--- src/ccde_pkg.sv ---
// shared types, codes and helpers of the calendar clock
package ccde_pkg;

  typedef enum logic [1:0] {
    FUNC_TICK = 2'd0,
    FUNC_INC  = 2'd1,
    FUNC_DEC  = 2'd2
  } ccde_func_t;

  typedef enum logic [3:0] {
    DIG_HOUR_TENS   = 4'd0,
    DIG_HOUR_UNITS  = 4'd1,
    DIG_MIN_TENS    = 4'd2,
    DIG_MIN_UNITS   = 4'd3,
    DIG_SEC_TENS    = 4'd4,
    DIG_SEC_UNITS   = 4'd5,
    DIG_DAY_TENS    = 4'd6,
    DIG_DAY_UNITS   = 4'd7,
    DIG_MON_TENS    = 4'd8,
    DIG_MON_UNITS   = 4'd9,
    DIG_YEAR_THOU   = 4'd10,
    DIG_YEAR_HUND   = 4'd11,
    DIG_YEAR_TENS   = 4'd12,
    DIG_YEAR_UNITS  = 4'd13
  } ccde_digit_t;

  typedef struct packed {
    logic [1:0] func;
    logic [3:0] digit;
  } ccde_in_t;

  typedef struct packed {
    logic signed [15:0] year;
    logic signed [7:0]  month;
    logic signed [7:0]  day;
    logic signed [7:0]  hour;
    logic signed [7:0]  minute;
    logic signed [7:0]  second;
  } ccde_out_t;

  localparam ccde_out_t TIME_RESET = '{
    year: 16'sd1, month: 8'sd1, day: 8'sd1, hour: 8'sd0, minute: 8'sd0, second: 8'sd0
  };

  localparam logic signed [7:0] SEC_MAX   = 8'sd59;
  localparam logic signed [7:0] MIN_MAX   = 8'sd59;
  localparam logic signed [7:0] HOUR_MAX  = 8'sd23;
  localparam logic signed [7:0] MONTH_MAX = 8'sd12;
  localparam logic signed [7:0] FEB_SHORT = 8'sd28;
  localparam logic signed [7:0] FEB_LONG  = 8'sd29;

  localparam logic signed [7:0] MONTH_DAYS [12] = '{
    8'sd31, 8'sd28, 8'sd31, 8'sd30, 8'sd31, 8'sd30,
    8'sd31, 8'sd31, 8'sd30, 8'sd31, 8'sd30, 8'sd31
  };

  // divisibility by 25 through the modular inverse of 25 mod 2^16
  localparam logic [15:0] LEAP_INV25   = 16'd23593;
  localparam logic [15:0] LEAP_Q25_MAX = 16'd2621;

  function automatic logic signed [7:0] sat8(input logic signed [9:0] v);
    logic signed [7:0] r;
    if (v > 10'sd127) begin
      r = 8'sd127;
    end else if (v < -10'sd128) begin
      r = -8'sd128;
    end else begin
      r = 8'(v);
    end
    return r;
  endfunction

  function automatic logic signed [15:0] sat16(input logic signed [17:0] v);
    logic signed [15:0] r;
    if (v > 18'sd32767) begin
      r = 16'sd32767;
    end else if (v < -18'sd32768) begin
      r = -16'sd32768;
    end else begin
      r = 16'(v);
    end
    return r;
  endfunction

endpackage

--- src/calendar_clock_with_digit_edit.sv ---
// top level of the calendar clock with digit editing
//
// input channel: in_valid/in_stall carry one ccde_in_t per transfer, a tick
// (one second forward with carry and borrow) or an increment or decrement of
// one decimal digit of hour, minute, second, day, month or year.
// result channel: out_valid/out_stall carry one ccde_out_t per input item,
// the full date and time after that item.
// an accepted item is held in the input register; when it moves out, the date
// and time register is updated and the result is presented from then on,
// so out_valid rises together with that update.
// throughput is one item per cycle while out_stall is low; the carry chain of a
// tick and the leap check on a year rollover are both combinational.
// reset sets 0001-01-01 00:00:00 with a 28-day February and empties both
// registers. while out_stall holds a result, the input register still takes
// one more item; after that in_stall follows out_stall.
module calendar_clock_with_digit_edit (
  input  logic                clk,
  input  logic                rst_n,
  input  logic                in_valid,
  output logic                in_stall,
  input  ccde_pkg::ccde_in_t  in_data,
  output logic                out_valid,
  input  logic                out_stall,
  output ccde_pkg::ccde_out_t out_data
);

  ccde_pkg::ccde_in_t  in_r;
  logic                in_vld_r;
  logic                in_vld_nxt;
  ccde_pkg::ccde_out_t time_r;
  ccde_pkg::ccde_out_t time_nxt;
  logic                feb_r;
  logic                feb_nxt;
  logic                out_vld_r;
  logic                out_vld_nxt;
  logic                move;
  logic                in_xfer;

  ccde_pkg::ccde_out_t tick_time;
  ccde_pkg::ccde_out_t edit_time;
  logic                year_roll;
  logic                leap;

  assign move     = in_vld_r && (!out_vld_r || !out_stall);
  assign in_stall = in_vld_r && !move;
  assign in_xfer  = in_valid && !in_stall;

  ccde_tick u_tick (
    .cur       (time_r),
    .feb_long  (feb_r),
    .nxt       (tick_time),
    .year_roll (year_roll)
  );

  ccde_leap u_leap (
    .year (tick_time.year),
    .leap (leap)
  );

  ccde_edit u_edit (
    .cur   (time_r),
    .dec   (in_r.func == ccde_pkg::FUNC_DEC),
    .digit (in_r.digit),
    .nxt   (edit_time)
  );

  always_comb begin
    time_nxt    = time_r;
    feb_nxt     = feb_r;
    in_vld_nxt  = in_vld_r;
    out_vld_nxt = out_vld_r;
    if (move) begin
      unique case (in_r.func)
        ccde_pkg::FUNC_TICK: begin
          time_nxt = tick_time;
          feb_nxt  = year_roll ? leap : feb_r;
        end
        ccde_pkg::FUNC_INC,
        ccde_pkg::FUNC_DEC: time_nxt = edit_time;
        default:            time_nxt = time_r;
      endcase
    end
    if (in_xfer) begin
      in_vld_nxt = 1'b1;
    end else if (move) begin
      in_vld_nxt = 1'b0;
    end
    if (move) begin
      out_vld_nxt = 1'b1;
    end else if (!out_stall) begin
      out_vld_nxt = 1'b0;
    end
  end

  always_ff @(posedge clk) begin
    if (!rst_n) begin
      in_vld_r  <= 1'b0;
      out_vld_r <= 1'b0;
      time_r    <= ccde_pkg::TIME_RESET;
      feb_r     <= 1'b0;
    end else begin
      in_vld_r  <= in_vld_nxt;
      out_vld_r <= out_vld_nxt;
      time_r    <= time_nxt;
      feb_r     <= feb_nxt;
    end
  end

  always_ff @(posedge clk) begin
    if (in_xfer) begin
      in_r <= in_data;
    end
  end

  assign out_valid = out_vld_r;
  assign out_data  = time_r;

  // every transfer out of the input register produces a result
  a_move_to_out: assert property (@(posedge clk) disable iff (!rst_n)
    move |=> out_vld_r)
    else $error("result missing after input register transfer");

  // the input side is held back only while an item waits
  a_stall_full: assert property (@(posedge clk) disable iff (!rst_n)
    in_stall |-> in_vld_r)
    else $error("input stalled with empty input register");

  // a result appears only from a transfer out of the input register
  a_out_source: assert property (@(posedge clk) disable iff (!rst_n)
    ($past(rst_n) && out_vld_r && !$past(out_vld_r)) |-> $past(move))
    else $error("result valid without a source item");

  // the february flag changes only on a tick transfer
  a_feb_tick: assert property (@(posedge clk) disable iff (!rst_n)
    ($past(rst_n) && (feb_r != $past(feb_r))) |->
      ($past(move) && ($past(in_r.func) == ccde_pkg::FUNC_TICK)))
    else $error("february flag changed outside a tick");

  // a tick always leaves the second normalized
  a_tick_second: assert property (@(posedge clk) disable iff (!rst_n)
    (move && (in_r.func == ccde_pkg::FUNC_TICK)) |=>
      ((time_r.second >= 8'sd0) && (time_r.second <= ccde_pkg::SEC_MAX)))
    else $error("second out of range after tick");

endmodule

--- src/ccde_leap.sv ---
// leap year decision for a signed year value
module ccde_leap (
  input  logic signed [15:0] year,
  output logic               leap
);

  logic [15:0] mag;
  logic [15:0] prod;
  logic        div4;
  logic        div16;
  logic        div25;

  assign mag   = year[15] ? 16'(~year + 16'd1) : 16'(year);
  assign prod  = 16'(mag * ccde_pkg::LEAP_INV25);
  assign div4  = (year[1:0] == 2'd0);
  assign div16 = (year[3:0] == 4'd0);
  assign div25 = (prod <= ccde_pkg::LEAP_Q25_MAX);

  // divisible by 4, and by 400 or not by 100
  assign leap = div4 && (div16 || !div25);

endmodule

--- src/ccde_tick.sv ---
// one-second tick with a single ordered carry and borrow pass
module ccde_tick (
  input  ccde_pkg::ccde_out_t cur,
  input  logic                feb_long,
  output ccde_pkg::ccde_out_t nxt,
  output logic                year_roll
);

  function automatic logic signed [7:0] mlen(input logic signed [7:0] m, input logic fl);
    logic [3:0]        c;
    logic signed [7:0] r;
    if (m < 8'sd1) begin
      c = 4'd1;
    end else if (m > ccde_pkg::MONTH_MAX) begin
      c = 4'd12;
    end else begin
      c = 4'(m);
    end
    if (c == 4'd2) begin
      r = fl ? ccde_pkg::FEB_LONG : ccde_pkg::FEB_SHORT;
    end else begin
      r = ccde_pkg::MONTH_DAYS[c - 4'd1];
    end
    return r;
  endfunction

  ccde_pkg::ccde_out_t t;
  logic                roll;

  always_comb begin
    t    = cur;
    roll = 1'b0;
    t.second = ccde_pkg::sat8(10'(t.second) + 10'sd1);
    if (t.second > ccde_pkg::SEC_MAX) begin
      t.minute = ccde_pkg::sat8(10'(t.minute) + 10'sd1);
      t.second = 8'sd0;
    end
    if (t.second < 8'sd0) begin
      t.minute = ccde_pkg::sat8(10'(t.minute) - 10'sd1);
      t.second = ccde_pkg::SEC_MAX;
    end
    if (t.minute > ccde_pkg::MIN_MAX) begin
      t.hour   = ccde_pkg::sat8(10'(t.hour) + 10'sd1);
      t.minute = 8'sd0;
    end
    if (t.minute < 8'sd0) begin
      t.hour   = ccde_pkg::sat8(10'(t.hour) - 10'sd1);
      t.minute = ccde_pkg::MIN_MAX;
    end
    if (t.hour > ccde_pkg::HOUR_MAX) begin
      t.day  = ccde_pkg::sat8(10'(t.day) + 10'sd1);
      t.hour = 8'sd0;
    end
    if (t.hour < 8'sd0) begin
      t.day  = ccde_pkg::sat8(10'(t.day) - 10'sd1);
      t.hour = ccde_pkg::HOUR_MAX;
    end
    if (t.day > mlen(t.month, feb_long)) begin
      t.month = ccde_pkg::sat8(10'(t.month) + 10'sd1);
      t.day   = 8'sd1;
    end
    if (t.day < 8'sd1) begin
      t.month = ccde_pkg::sat8(10'(t.month) - 10'sd1);
      t.day   = mlen(t.month, feb_long);
    end
    if (t.month > ccde_pkg::MONTH_MAX) begin
      t.year  = ccde_pkg::sat16(18'(t.year) + 18'sd1);
      t.month = 8'sd1;
      roll    = 1'b1;
    end
    if (t.month < 8'sd1) begin
      t.year  = ccde_pkg::sat16(18'(t.year) - 18'sd1);
      t.month = ccde_pkg::MONTH_MAX;
      roll    = 1'b1;
    end
  end

  assign nxt       = t;
  assign year_roll = roll;

endmodule

--- src/ccde_edit.sv ---
// digit edit: add or subtract one decimal step at a selected position
module ccde_edit (
  input  ccde_pkg::ccde_out_t cur,
  input  logic                dec,
  input  logic [3:0]          digit,
  output ccde_pkg::ccde_out_t nxt
);

  logic signed [9:0]  d1;
  logic signed [9:0]  d10;
  logic signed [17:0] y1;
  logic signed [17:0] y10;
  logic signed [17:0] y100;
  logic signed [17:0] y1000;
  ccde_pkg::ccde_out_t t;

  assign d1    = dec ? -10'sd1    : 10'sd1;
  assign d10   = dec ? -10'sd10   : 10'sd10;
  assign y1    = dec ? -18'sd1    : 18'sd1;
  assign y10   = dec ? -18'sd10   : 18'sd10;
  assign y100  = dec ? -18'sd100  : 18'sd100;
  assign y1000 = dec ? -18'sd1000 : 18'sd1000;

  always_comb begin
    t = cur;
    unique case (digit)
      ccde_pkg::DIG_HOUR_TENS:  t.hour   = ccde_pkg::sat8(10'(cur.hour) + d10);
      ccde_pkg::DIG_HOUR_UNITS: t.hour   = ccde_pkg::sat8(10'(cur.hour) + d1);
      ccde_pkg::DIG_MIN_TENS:   t.minute = ccde_pkg::sat8(10'(cur.minute) + d10);
      ccde_pkg::DIG_MIN_UNITS:  t.minute = ccde_pkg::sat8(10'(cur.minute) + d1);
      ccde_pkg::DIG_SEC_TENS:   t.second = ccde_pkg::sat8(10'(cur.second) + d10);
      ccde_pkg::DIG_SEC_UNITS:  t.second = ccde_pkg::sat8(10'(cur.second) + d1);
      ccde_pkg::DIG_DAY_TENS:   t.day    = ccde_pkg::sat8(10'(cur.day) + d10);
      ccde_pkg::DIG_DAY_UNITS:  t.day    = ccde_pkg::sat8(10'(cur.day) + d1);
      ccde_pkg::DIG_MON_TENS:   t.month  = ccde_pkg::sat8(10'(cur.month) + d10);
      ccde_pkg::DIG_MON_UNITS:  t.month  = ccde_pkg::sat8(10'(cur.month) + d1);
      ccde_pkg::DIG_YEAR_THOU:  t.year   = ccde_pkg::sat16(18'(cur.year) + y1000);
      ccde_pkg::DIG_YEAR_HUND:  t.year   = ccde_pkg::sat16(18'(cur.year) + y100);
      ccde_pkg::DIG_YEAR_TENS:  t.year   = ccde_pkg::sat16(18'(cur.year) + y10);
      ccde_pkg::DIG_YEAR_UNITS: t.year   = ccde_pkg::sat16(18'(cur.year) + y1);
      default:                  t        = cur;
    endcase
  end

  assign nxt = t;

endmodule
--- config.mk ---
export PLATFORM = sky130hd
export DESIGN_NAME = calendar_clock_with_digit_edit
export DESIGN_NICKNAME = d
export VERILOG_FILES = /design/src/ccde_pkg.sv /design/src/calendar_clock_with_digit_edit.sv /design/src/ccde_leap.sv /design/src/ccde_tick.sv /design/src/ccde_edit.sv
export SDC_FILE = /design/constraint.sdc
export NUM_CORES = 1
export LEC_CHECK = 0
export ABC_CLOCK_PERIOD_IN_PS = 17900
export BUFFER_PORTS_ARGS = -buffer_cell sky130_fd_sc_hd__buf_2
export CAP_MARGIN = 20
export CORE_UTILIZATION = 30
export CTS_BUF_LIST = sky130_fd_sc_hd__clkbuf_8
export DETAILED_ROUTE_END_ITERATION = 6
export GPL_TIMING_DRIVEN = 0
export PLACE_DENSITY = 0.58
export SETUP_SLACK_MARGIN = 0.4
export SLEW_MARGIN = 20
export SYNTH_ARGS = -nofsm -noshare
export SYNTH_HDL_FRONTEND = slang
export SYNTH_SLANG_ARGS = --single-unit
--- constraint.sdc ---
create_clock -name clk -period 17.9 [get_ports clk]
set_input_delay 1.79 -clock clk [delete_from_list [all_inputs] [get_ports clk]]
set_output_delay 1.79 -clock clk [all_outputs]
set_load 0.01 [all_outputs]
==> flow_metrics.py <==
metrics = {
    "critical_path": {
        "max_stage_delay_ns": 0.49,
        "cp_max_fo": 10,
        "required_ns": 18.22,
        "start_kind": "flop",
        "crit_slowest_cell": "fa_1",
        "crit_path_frequent_cell": "buf_4",
        "cp.arrival_ns": 17.24,
        "worstSetupPathType": "flop to flop",
        "crit_buf_inv": 20,
        "crit_family": "compound AO/OA/AOI/OAI gates",
        "endpoint_kind": "flop",
    },
    "synthesis": {
        "synth_edf_count": 6,
        "synth_cell_type_count": 109,
        "synthesis.nets": 2482,
        "synth.top_cells.by_area": "ha_1, dfxtp_1, a21oi_1",
        "synth.cell_area_sq_um": 15810,
        "syn_inst": 2288,
        "ys.warnings.count": 0,
        "ys_ff_latch": 65,
        "yosys.area.top_type": "ha_1",
        "synth_top_flop_cell": "dfxtp_1",
        "async_flop_share_pct": 0,
        "synth.top_cell.area_share_pct": 12.03,
        "synth_seq_area_share_pct": 8.612,
        "syn_area_per_cell_sq_um": 6.908,
    },
    "finish": {
        "seq_area_sq_um": 1375,
        "num-fill-cells": 5478,
        "insertedDiodeCount": 0,
        "fin_nets": 2645,
        "fin_util_pct": 36.41,
        "multi_input_area_sq_um": 14320,
        "drive_gt1_share_pct": 15.80,
        "synthToLayoutAreaGrowth_pct": 19.12,
    },
    "die": {
        "num_rows": 83,
        "dieArea_sq_um": 53610,
        "die_x_microns": 231.5,
        "core-area_sq_um": 51720,
        "start_util_pct": 30.56,
        "ios": 68,
        "dieHeight_microns": 231.5,
    },
    "drt": {
        "drt_wl_total_microns": 62010,
        "vias": 18550,
        "remaining_drc_errors": 0,
        "ant_nets": 0,
        "via_per_inst": 5.915,
        "drt_iter0_drc": 1802,
        "drt-pass1-iter-count": 7,
        "routedWlPerCell_microns": 19.77,
    },
    "clock_tree": {
        "h-tree-depth": 3,
        "cts_tree": "built",
        "cts.clk_slew.worst_paths_ns": 0.09,
        "cts_hold_buf": 0,
        "clock-root-buffer": "clkbuf_8",
        "clockBufferDepth": 2,
        "cts.sinks": 65,
        "clock_latency_ns": 0.43,
        "numCtsBuffers": 9,
    },
    "timing": {
        "timing.fmax_mhz": 59.12,
        "worst_pin_slew_ns": 1.128,
        "finalHoldViolCount": 0,
        "grt_setup_unrepaired": "false",
        "whs_ns": 0.5493,
        "setup_viol": 0,
        "post-route-min-period_ns": 16.91,
        "period_share_pct": 94.50,
        "totalNegativeSetupSlack_ns": 0,
        "slew_headroom_pct": 24.78,
        "fin_worst_skew_ns": 0.02332,
        "slew_violations": 0,
    },
    "worst_hold_path": {
        "min_path_type": "flop to flop",
    },
    "outcome": {
        "status": "finished clean",
    },
    "global_route": {
        "grt_pass1_vias": 17370,
        "grt_pass1_wl_microns": 95340,
        "track_usage_pct": 22.09,
        "overflow": 0,
        "antenna_found_initial": 1,
        "grt_max_degree": 49,
    },
    "pwr": {
        "ir_drop_mv": 0.1367,
        "power.leakage_nw": 8.124,
        "power_density_nw_per_um2": 81.20,
    },
    "run": {
        "cap_violations": 0,
    },
    "placed_design": {
        "dp_hpwl_microns": 46690,
        "port_buffers": 66,
        "gp_congestion": 0.9662,
    },
}
[synth_stat cells (27+ instances only)]
| library cell | count |
|---|---|
| o21ai_0 | 183 |
| clkbuf_1 | 98 |
| nor2_1 | 209 |
| mux2i_1 | 35 |
| and2_1 | 28 |
| dfxtp_1 | 59 |
| o211ai_1 | 31 |
| a21oi_1 | 233 |
| a31oi_1 | 33 |
| xnor2_1 | 70 |
| fa_1 | 32 |
| nor3_1 | 37 |
| nand2b_1 | 40 |
| xor2_1 | 33 |
| ha_1 | 152 |
| a21o_1 | 62 |
| inv_1 | 124 |
| o21bai_1 | 30 |
| nand3_1 | 82 |
| nor2b_1 | 37 |
| nand2_1 | 231 |
| o21a_1 | 27 |
[worst paths after layout]
kind / start / to / slack (ns) / cells past startpoint
hold / removal: out_valid / out_valid / 0.55 / 2
setup / recovery: out_data[2] / feb_r / 0.99 / 88
hold reg to reg: out_valid / out_valid / 0.55 / 2
setup reg to reg: out_data[2] / feb_r / 0.99 / 88
[power breakdown]
| part | leakage [nW] | switching [mW] | internal (mW) |
|---|---|---|---|
| registers | 0.541 | 0.0174 | 0.153 |
| clock network | 0.113 | 0.0796 | 0.0826 |
| logic | 7.47 | 0.658 | 0.538 |
| total | 8.12 | 0.755 | 0.774 |
[logic make-up after synthesis]
kind of cell	count (synthesis)	share of synthesized area, %
compound gates	839	35.00
flops	65	8.612
fa+ha+maj	190	16.46
simple gates	792	24.16
mux	53	3.522
buf+inv	244	6.246
xor+xnor	105	5.992
[metrics by stage]
stage | cell area, sq um | std cells | setup WS [ns] | power (mW)
detailed placement | 17040 | 3035 | -3.536 | 1.121
global route | 18830 | 3136 | 0.2122 | 1.663
global placement | 17000 | 3034 | -3.528 | 1.100
floorplan | 15820 | 2288 | 0.4303 | 0.8840
finish | 18830 | 3136 | 0.9851 | 1.529
CTS | 17910 | 3087 | 0.4095 | 1.335
[flip-flops by register name (all words and copies together), names as in the netlist]
| register | cells |
|---|---|
| feb_r | 1 |
| out_valid | 1 |
| out_data | 56 |
| in_vld_r | 1 |
| in_r | 6 |
[per-layer routing]
layer / routed length, microns / track usage [%] / share of wire [%] / up-vias
li1: - / - / - / 8728
met1: 27150 / 29.10 / 44 / 8843
met2: 28120 / 36.24 / 45 / 820
met3: 4623 / 3.703 / 7.5 / 156
met4: 2102 / 7.340 / 3.4 / 2
met5: 13 / 0 / 0.021 / -
[timing repair]
item / CTS / global route
pin swaps: 24 / 60
setup endpoints to repair: 1 / 1
gates cloned: 0 / 1
buffers inserted: 36 / 48
resized for setup: 94 / 115
[area by class of cell]
type	instances	share of cell area, %
repair buffers	152	5.316
clock inverters	6	0.4785
flip-flops and latches	65	7.303
multi-input cells	1979	76.03
plain buffers	119	3.110
inverters	125	2.512
clock buffers	10	0.7310
well taps	680	4.519
[worst register-to-register path, delay by kind of cell, from the launching register on]
family,cells,cell delay [ns]
adders and majority gates,13,3.70
and+or+nand+nor,20,3.12
DFF,1,0.41
buffers and inverters,20,2.74
AOI/OAI and AO/OA,28,5.35
xor gates and xnor gates,5,0.85
muxes,2,0.65
[cell usage in the layout (no fill, tap or decap), types with 32 or more instances in the layout]
cell type	n
ha_1	135
clkbuf_1	87
mux2i_1	32
nor3_1	35
nand3_1	77
a21oi_1	218
fa_1	32
a21o_1	62
xnor2_1	63
buf_2	73
nor2b_1	36
o21ai_0	170
dfxtp_1	54
nor2_1	203
nand2b_1	39
nand2_1	228
inv_1	120
buf_4	87
No activity file was read; power rests on OpenSTA's default activity.
